`config.mk`:
```
export PLATFORM = sky130hd
export DESIGN_NAME = bilinear_offset_weight_gen
export DESIGN_NICKNAME = d
export VERILOG_FILES = /design/src/rtl/bowg_pkg.sv /design/src/rtl/bilinear_offset_weight_gen.sv
export SDC_FILE = /design/constraint.sdc
export NUM_CORES = 2
export LEC_CHECK = 0
export BUFFER_PORTS_ARGS = -buffer_cell sky130_fd_sc_hd__buf_2
export CORE_ASPECT_RATIO = 0.75
export CORE_MARGIN = 2
export CORE_UTILIZATION = 40
export DETAILED_ROUTE_END_ITERATION = 16
export HOLD_SLACK_MARGIN = 0.05
export PLACE_DENSITY = 0.64
export SYNTH_ARGS = -nofsm -noshare
export SYNTH_HDL_FRONTEND = slang
export SYNTH_SLANG_ARGS = --single-unit
```
`constraint.sdc`:
```
create_clock -name clk_i -period 12.4 [get_ports clk_i]
set_input_delay 2.48 -clock clk_i [delete_from_list [all_inputs] [get_ports clk_i]]
set_output_delay 2.48 -clock clk_i [all_outputs]
set_load 0.05 [all_outputs]
```
`src/rtl/bowg_pkg.sv`:
```
// Shared constants and widths of the bilinear offset weight generator.
package bowg_pkg;

  // Fraction bits of the incoming shifts and of the weights
  localparam int FRAC_BITS = 12;
  localparam int FRAC_W    = FRAC_BITS + 1;           // holds 0 .. 2^FRAC_BITS

  localparam int SHIFT_W   = 24;
  localparam int SIZE_W    = 16;
  localparam int WEIGHT_W  = 13;
  localparam int OFFSET_W  = 13;
  localparam int START_W   = 12;
  localparam int END_W     = 17;

  localparam int IN_DATA_W  = 2 * SHIFT_W;
  localparam int OUT_DATA_W = 4 * WEIGHT_W + 2 * OFFSET_W + 2 * START_W + 2 * END_W;

  // Configuration register indexes
  localparam int CFG_IDX_W = 2;
  localparam logic [CFG_IDX_W-1:0] CFG_RANGE_SAMPLES = 2'd0;
  localparam logic [CFG_IDX_W-1:0] CFG_AZIMUTH_LINES = 2'd1;

  localparam logic [SIZE_W-1:0] SIZE_RESET = 16'd4096;

endpackage

```
`src/rtl/bilinear_offset_weight_gen.sv`:
```
// Top level: bilinear weights, neighbour offsets and valid bounds from shift pairs.
//
// Takes one range position per transfer: a range and an azimuth shift, signed fixed
// point with FRAC_BITS fraction bits, plus a first-item flag on tuser and the last
// item on tlast. Each shift is split into an integer part truncated toward zero and
// a fraction; the block returns the four bilinear weights (1-t)(1-u), t(1-u), t*u and
// (1-t)u in Q1.12 with truncated products, and the left-column and lower-row
// neighbour offsets (right column and upper row are these plus one). A running
// minimum and maximum of the azimuth shift and the range shift of the first item are
// kept; on the last item (output tlast) the valid range and azimuth bounds follow
// with the result, taken from the state after this item has updated it, and are zero
// otherwise. One transfer in and one out per cycle are sustained while the output is
// not stalled: an input register feeds the four 13x13 multipliers and the min/max
// compare, whose result lands in the output register. The output register is refilled in
// the same cycle it is drained. Configuration writes (range_samples, azimuth_lines)
// are always ready and should only be issued while the block is empty.
module bilinear_offset_weight_gen (
  input  logic                               clk_i,
  input  logic                               rst_ni,
  // configuration write channel
  input  logic                               cfg_valid_i,
  output logic                               cfg_ready_o,
  input  logic [bowg_pkg::CFG_IDX_W-1:0]     cfg_index_i,
  input  logic [bowg_pkg::SIZE_W-1:0]        cfg_data_i,
  // input stream
  input  logic                               s_axis_tvalid,
  output logic                               s_axis_tready,
  // tdata: delta_range[23:0], delta_azimuth[47:24]
  input  logic [bowg_pkg::IN_DATA_W-1:0]     s_axis_tdata,
  // tuser: first_item
  input  logic                               s_axis_tuser,
  input  logic                               s_axis_tlast,    // last_item
  // result stream
  output logic                               m_axis_tvalid,
  input  logic                               m_axis_tready,
  // tdata: weight_one[12:0], weight_two[25:13], weight_three[38:26],
  //        weight_four[51:39], column_left[64:52], row_down[77:65],
  //        start_range[89:78], end_range[106:90], start_azimuth[118:107],
  //        end_azimuth[135:119]
  output logic [bowg_pkg::OUT_DATA_W-1:0]    m_axis_tdata,
  output logic                               m_axis_tlast     // bounds_valid
);

  import bowg_pkg::*;

  localparam logic [FRAC_W-1:0] ONE = FRAC_W'(1) << FRAC_BITS;
  localparam int PROD_W = 2 * FRAC_W;
  localparam int SUM_W  = ((SIZE_W + FRAC_BITS > SHIFT_W) ? SIZE_W + FRAC_BITS : SHIFT_W) + 1;

  typedef struct packed {
    logic [FRAC_W-1:0]   frac;     // t or u, 0 .. ONE
    logic [OFFSET_W-1:0] offset;   // low-side neighbour offset
  } split_t;

  // Integer part toward zero and fraction; offset is -I-1 for a positive shift, else -I
  function automatic split_t split_shift(logic signed [SHIFT_W-1:0] d);
    logic [FRAC_BITS-1:0]          low;
    logic                          pos;
    logic                          nz;
    logic signed [SHIFT_W-1:0]     flr;
    split_t                        r;
    low      = d[FRAC_BITS-1:0];
    pos      = !d[SHIFT_W-1] && (d != '0);
    nz       = (low != '0);
    flr      = d >>> FRAC_BITS;
    r.frac   = (pos || nz) ? ONE - {1'b0, low} : '0;
    r.offset = -OFFSET_W'(flr) - ((pos || (d[SHIFT_W-1] && nz)) ? OFFSET_W'(1) : '0);
    return r;
  endfunction

  function automatic logic [START_W-1:0] start_bound(logic signed [SHIFT_W-1:0] s);
    logic signed [SHIFT_W-1:0] flr;
    flr = s >>> FRAC_BITS;
    if (!s[SHIFT_W-1] && (s != '0)) begin
      return START_W'(flr) + START_W'(1);
    end
    return '0;
  endfunction

  function automatic logic [END_W-1:0] end_bound(logic [SIZE_W-1:0] size,
                                                 logic signed [SHIFT_W-1:0] s);
    logic signed [SUM_W-1:0] sum;
    sum = $signed({{(SUM_W-SIZE_W-FRAC_BITS){1'b0}}, size, {FRAC_BITS{1'b0}}})
        + SUM_W'(s);
    if (!s[SHIFT_W-1]) begin
      return END_W'(size);
    end
    if (sum[SUM_W-1]) begin
      return '0;
    end
    return END_W'(sum >>> FRAC_BITS);
  endfunction

  // configuration
  logic [SIZE_W-1:0] range_samples_q, azimuth_lines_q;

  assign cfg_ready_o = 1'b1;

  always_ff @(posedge clk_i or negedge rst_ni) begin
    if (!rst_ni) begin
      range_samples_q <= SIZE_RESET;
      azimuth_lines_q <= SIZE_RESET;
    end else if (cfg_valid_i) begin
      case (cfg_index_i)
        CFG_RANGE_SAMPLES: range_samples_q <= cfg_data_i;
        CFG_AZIMUTH_LINES: azimuth_lines_q <= cfg_data_i;
        default: ;
      endcase
    end
  end

  // input register
  logic                      in_valid_q;
  logic signed [SHIFT_W-1:0] dr_q, da_q;
  logic                      first_q, last_q;
  logic                      out_valid_q;
  logic                      advance;

  assign advance       = in_valid_q && (!out_valid_q || m_axis_tready);
  assign s_axis_tready = !in_valid_q || advance;

  always_ff @(posedge clk_i or negedge rst_ni) begin
    if (!rst_ni) begin
      in_valid_q <= 1'b0;
    end else if (s_axis_tready) begin
      in_valid_q <= s_axis_tvalid;
    end
  end

  always_ff @(posedge clk_i) begin
    if (s_axis_tready && s_axis_tvalid) begin
      dr_q    <= $signed(s_axis_tdata[SHIFT_W-1:0]);
      da_q    <= $signed(s_axis_tdata[2*SHIFT_W-1:SHIFT_W]);
      first_q <= s_axis_tuser;
      last_q  <= s_axis_tlast;
    end
  end

  // running shift state, updated as an item moves to the output register
  logic signed [SHIFT_W-1:0] min_az_q, max_az_q, first_rg_q;
  logic signed [SHIFT_W-1:0] min_az_d, max_az_d, first_rg_d;

  always_comb begin
    if (first_q) begin
      min_az_d   = da_q;
      max_az_d   = da_q;
      first_rg_d = dr_q;
    end else begin
      min_az_d   = (da_q < min_az_q) ? da_q : min_az_q;
      max_az_d   = (da_q > max_az_q) ? da_q : max_az_q;
      first_rg_d = first_rg_q;
    end
  end

  always_ff @(posedge clk_i or negedge rst_ni) begin
    if (!rst_ni) begin
      min_az_q   <= {1'b0, {(SHIFT_W-1){1'b1}}};
      max_az_q   <= {1'b1, {(SHIFT_W-1){1'b0}}};
      first_rg_q <= '0;
    end else if (advance) begin
      min_az_q   <= min_az_d;
      max_az_q   <= max_az_d;
      first_rg_q <= first_rg_d;
    end
  end

  // weights and offsets
  split_t            sp_r, sp_a;
  logic [FRAC_W-1:0] ct, cu;
  logic [PROD_W-1:0] p1, p2, p3, p4;
  logic [OUT_DATA_W-1:0] data_d;
  logic [START_W-1:0] start_range, start_az;
  logic [END_W-1:0]   end_range, end_az;

  always_comb begin
    sp_r = split_shift(dr_q);
    sp_a = split_shift(da_q);
    ct   = ONE - sp_r.frac;
    cu   = ONE - sp_a.frac;
    p1   = PROD_W'(ct) * PROD_W'(cu);
    p2   = PROD_W'(sp_r.frac) * PROD_W'(cu);
    p3   = PROD_W'(sp_r.frac) * PROD_W'(sp_a.frac);
    p4   = PROD_W'(ct) * PROD_W'(sp_a.frac);

    if (last_q) begin
      start_range = start_bound(first_rg_d);
      end_range   = end_bound(range_samples_q, first_rg_d);
      start_az    = start_bound(max_az_d);
      end_az      = end_bound(azimuth_lines_q, min_az_d);
    end else begin
      start_range = '0;
      end_range   = '0;
      start_az    = '0;
      end_az      = '0;
    end

    data_d = {end_az, start_az, end_range, start_range,
              sp_a.offset, sp_r.offset,
              WEIGHT_W'(p4 >> FRAC_BITS), WEIGHT_W'(p3 >> FRAC_BITS),
              WEIGHT_W'(p2 >> FRAC_BITS), WEIGHT_W'(p1 >> FRAC_BITS)};
  end

  // output register
  always_ff @(posedge clk_i or negedge rst_ni) begin
    if (!rst_ni) begin
      out_valid_q <= 1'b0;
    end else if (!out_valid_q || m_axis_tready) begin
      out_valid_q <= in_valid_q;
    end
  end

  logic [OUT_DATA_W-1:0] out_data_q;
  logic                  out_last_q;

  always_ff @(posedge clk_i) begin
    if (advance) begin
      out_data_q <= data_d;
      out_last_q <= last_q;
    end
  end

  assign m_axis_tvalid = out_valid_q;
  assign m_axis_tdata  = out_data_q;
  assign m_axis_tlast  = out_last_q;

endmodule

```
Word level (Yosys, flattened, before mapping) --
Cells that the tools add are included.
Storage, ports and cells: register bits after elaboration 293, input bits 73, output and inout bits 140, word-level logic and storage cells 99
Cells by class: add/sub/neg operators 12, multiply operators 4, magnitude comparators 2, equality and inequality tests 1, mux-type cells 33, reduce and logical (&&, ||, !) cells 31
Operators by type and width (number):
- 17-bit two-way mux | 8
- 24-bit two-way mux | 5
- 13-bit by 13-bit multiplier with 25-bit output | 4
- 24-bit nonzero test | 4
- 29-bit by 24-bit adder with 29-bit output | 2
- 13-bit two-way mux | 2
- 13-bit negation | 2
- 13-bit by 1-bit subtractor with 13-bit output | 2
- 13-bit by 12-bit subtractor with 13-bit output, first input constant | 2
- 13-bit subtractor, first input constant | 2
- 12-bit by 2-bit adder with 12-bit output, second input constant | 2
- 24-bit > comparator | 1
- 24-bit < comparator | 1
- 12-bit two-way mux | 2
- 12-bit nonzero test | 2
- 1-bit two-way mux | 16
- 1-bit logical AND | 8
- 2-bit AND reduction | 4
- 1-bit zero test | 6
- 1-bit logical OR | 6
- 2-bit by 1-bit equality test with 1-bit output, second input constant | 1
- 2-bit zero test | 1

Longest topological paths before layout --
depth in word-level cells 9, depth in mapped cells 36, mapped depth without buffers 33

Worst setup path before layout --
Ideal clock, no wire load.
path type register to register, start register dr_q[0], end register out_data_q[11], in the netlist m_axis_tdata[11], data pin, library setup time 0.258 ns, arrival time 8.500 ns, data required time 12.142 ns, slack 3.642 ns, stages on the path, launching flop included 35, buffers on the path 3, clock period less this slack 8.758 ns, cells stage by stage edfxtp_1 -> clkbuf_1 -> inv_1 -> ha_1 -> or3b_1 -> nor4b_4 -> nand2_1 -> inv_1 -> nor2_1 -> inv_1 -> clkbuf_1 -> ha_1 -> nand3_1 -> nor4_1 -> xnor2_1 -> clkbuf_1 -> nand2_1 -> fa_1 -> inv_1 -> fa_1 -> fa_1 -> inv_1 -> fa_1 -> inv_1 -> fa_1 -> ha_1 -> nand4_1 -> nor4_1 -> o221ai_1 -> a31oi_1 -> o21a_1 -> a41oi_1 -> a211o_1 -> o21ba_2 -> xnor2_1
On the way: cells in the longest elaborated chain, start to end 6
Ends and longest elaborated chain:
- start: declaration | RTL line bilinear_offset_weight_gen.sv:114 | logic signed [SHIFT_W-1:0] dr_q, da_q;
- start signal: assignment | RTL line bilinear_offset_weight_gen.sv:132 | dr_q <= $signed(s_axis_tdata[SHIFT_W-1:0]);
- branches (longest 3 deep; another with 13-bit by 12-bit subtractor with 13-bit output)
- 13-bit two-way mux * | RTL line bilinear_offset_weight_gen.sv:66 | r.frac = (pos || nz) ? ONE - {1'b0, low} : '0;
- 13-bit subtractor * | RTL line bilinear_offset_weight_gen.sv:178 | ct = ONE - sp_r.frac;
- 13-bit by 13-bit multiplier with 25-bit output * | RTL line bilinear_offset_weight_gen.sv:180 | p1 = PROD_W'(ct) * PROD_W'(cu);
- named net data_d[11] | RTL line bilinear_offset_weight_gen.sv:171 | logic [OUT_DATA_W-1:0] data_d;
- end signal: assignment | RTL line bilinear_offset_weight_gen.sv:217 | out_data_q <= data_d;
- end: declaration | RTL line bilinear_offset_weight_gen.sv:212 | logic [OUT_DATA_W-1:0] out_data_q;
Mark *: on every way through the listed nets, which the timed path passes. A chain may end at the register's enable or synchronous reset.

Worst setup path in the final report --
start register dr_q[0], end register out_data_q[50], in the netlist m_axis_tdata[50], data pin
On the way: cells in the longest elaborated chain, start to end 6
Ends and longest elaborated chain:
- branches (longest 3 deep; another with 13-bit by 12-bit subtractor with 13-bit output)
- 13-bit two-way mux * | RTL line bilinear_offset_weight_gen.sv:66
- 13-bit subtractor * | RTL line bilinear_offset_weight_gen.sv:178
- 13-bit by 13-bit multiplier with 25-bit output * | RTL line bilinear_offset_weight_gen.sv:183 | p4 = PROD_W'(ct) * PROD_W'(sp_a.frac);
- named net data_d[50] | RTL line bilinear_offset_weight_gen.sv:171
Marks and branches as above.

==> out/qor.yml <==
clock_tree:
  root_buffer: "clkbuf_16"
  cts_tree: "built"
  cts_buffers: 34
  postCtsHoldBufs: 0
  cts_max_path_buffers: 3
  cts_resized: 0
  cts_sinks: 291
  clkSlewWorstSetupHoldPaths_ns: 0.06
  postCtsSetupBuffers: 0
  clk_latency_ns: 0.61
  h-tree-depth: 2
detailed_routing:
  drt-pass1-iter-count: 5
  ant_nets: 0
  route.vias.total: 26733
  drt_iter0_markers: 2142
  totalWireLength_um: 102000
  via_per_inst: 5.22
  post-route-drc-count: 0
  wire_per_inst_um: 20.0
worst_hold_path:
  min_path_type: "reg2reg"
  worstHoldStart: "first_rg_q[12]"
  hold_depth: 2
  min_to: "first_rg_q[12]"
timing:
  final.setup.tns_ns: 0
  maxSlewHeadroom_pct: 9.82
  finalHoldViolCount: 0
  finalSetupViolCount: 0
  slew_violations: 0
  whs_ns: 0.484
  fmax_mhz: 96.4
  tightest_slew_ns: 1.35
  worst_slack_ns: 2.03
  post-route-period-util_pct: 83.6
  min_period_ns: 10.37
  finalClockSkew_ns: 0.0378
  rsz0062_at_grt: "false"
setup_path:
  timing.critical_path.mode_cell: "inv_1"
  path_class: "reg2reg"
  start_kind: "flop"
  arrival_ns: 10.70
  worstReg2RegStart: "dr_q[0]"
  crit_slowest_cell: "edfxtp_1"
  startpoint: "dr_q[0]"
  rrSetupSlack_ns: 2.03
  critPathCaptureType: "flop"
  r2r-end: "m_axis_tdata[50]"
  cp_max_fo: 16
  cp.required_ns: 12.73
  r2r_cells: 32
  max_stage_delay_ns: 0.56
layout:
  final_area_um2: 39600
  num-nets-final: 4874
  area_delta_synth_final_pct: 11.0
  layout-drive-gt1-share_pct: 12.3
logic_synthesis:
  ys_types: 88
  yosysWarnings: 0
  synth_commonest_cells: "inv_1, nand2_1, fa_1"
  syn_area_um2: 35700
  synth_seq_area_share_pct: 23.1
  synthTopCellsByArea: "fa_1, edfxtp_1, ha_1"
  synth_most_common_cell: "inv_1"
  synth-edff-count: 185
  synth_cells: 3760
  dominantRegCellSynth: "edfxtp_1"
  yosysTopAreaCell: "fa_1"
  synth_area_per_cell_um2: 9.50
  synth_top_area_share_pct: 26.8
  ys_ff_latch: 291
  async_reset_ff_share_pct: 36.4
die:
  row_count: 94
  die-area_um2: 91700
  die_height_um: 263
  initial_utilization_pct: 40.5
  boundaryPins: 213
  die_w_um: 349
  core_um2: 88100
global_routing:
  grt_pass1_wl_um: 162000
  antenna_found_initial: 6
  overflow: 0
  grt_pass1_vias: 27228
  grt_usage_pct: 22.9
  grt_max_degree: 87
power:
  peakVddDrop_v: 0.000361
  leakage_nw: 19.4
  powerDensity_nw_per_um2: 242
run_status:
  status: "complete, no violations"
placed_design:
  portBuffers: 209
  place_congestion: 0.954
  post-place-ws_ns: 2.18
  place_area_um2: 38500
  hpwl_um: 79700
run:
  drv_cap: 0
-- how the worst max path moves through the flow --
stage / slack (ns) / to / cells past startpoint
2_1_floorplan: 3.64 / m_axis_tdata[11] / 34
3_3_place_gp: 2.46 / m_axis_tdata[50] / 32
3_5_place_dp: 2.18 / m_axis_tdata[50] / 32
4_1_cts: 2.08 / m_axis_tdata[50] / 32
5_1_grt: 1.44 / m_axis_tdata[50] / 35
6_report: 2.03 / m_axis_tdata[50] / 32
-- registers in the layout, indices dropped and copies added, names as in the netlist, 16 cells and up --
register,flops
m_axis_tdata,134
da_q,24
dr_q,24
first_rg_q,24
max_az_q,24
min_az_q,24
azimuth_lines_q,16
range_samples_q,16
-- stage by stage --
step                power (mW)  instances  utilization (%)
finish                    9.58       5126             45.0
global route              10.7       5125             45.0
CTS                       9.63       5121             45.0
detailed placement        8.48       5060             43.7
global placement          8.40       5060             43.7
floorplan                 6.77       3761                -
-- final cells by class --
cell class | instances | area, µm²
fill | 8371 | 48500
multi-input combinational | 2590 | 24400
sequential | 291 | 8240
inverter | 743 | 2800
timing repair buffer | 284 | 1610
tap | 1152 | 1440
clock buffer | 38 | 887
clock inverter | 23 | 251
antenna | 5 | 12.5
-- critical path, delay by kind of cell, from the launching register on --
kind	cells	cell delay, ns
adder cells (fa/ha/maj)	8	3.52
AND/OR/NAND/NOR	8	2.36
AO/OA/AOI/OAI	7	1.98
buffers and inverters	7	1.09
flip-flops	1	0.56
XOR/XNOR	2	0.56
-- cell usage in the layout (no fill, tap or decap), drive strengths merged, types with 8 or more instances in the layout --
cell / instances
inv: 748
nand2: 556
fa: 478
ha: 379
buf: 284
nor2: 261
edfxtp: 185
xnor2: 128
o21ai: 99
dfrtp: 80
a21oi: 71
nand3: 60
mux2: 52
xor2: 51
nor3: 49
and2: 39
a21o: 38
clkbuf: 38
nand4: 27
dfstp: 26
and3: 24
o21bai: 22
mux2i: 20
a21boi: 20
nor4: 19
a22o: 16
a211oi: 15
a31oi: 15
nand2b: 14
clkinv: 14
o21a: 13
nor2b: 10
or4: 10
or2: 9
or3: 8
-- per-layer routing --
layer	track usage (%)	up-vias	part of all wire, %
li1	-	12297	-
met1	34.4	13235	46
met2	33.3	1050	42
met3	4.56	149	9.5
met4	5.93	2	2.4
met5	0	-	0.012
-- power breakdown --
group / switching, mW / internal (mW) / leakage, nW
Clock: 0.467 / 0.574 / 0.555
Sequential: 0.136 / 1.56 / 3.04
Combinational: 4.15 / 2.70 / 15.8
-- logic make-up after synthesis --
family                   after synthesis  share of synthesized area [%]
AND/OR/NAND/NOR                     1105                           13.7
buffers and inverters                880                           9.35
adder cells (fa/ha/maj)              857                           40.1
AO/OA/AOI/OAI                        374                           6.93
flip-flops                           291                           23.1
XOR/XNOR                             179                           4.60
multiplexers                          72                           2.20
other                                  2                         0.0210
Note: power is estimated with default switching activity, not from simulation.
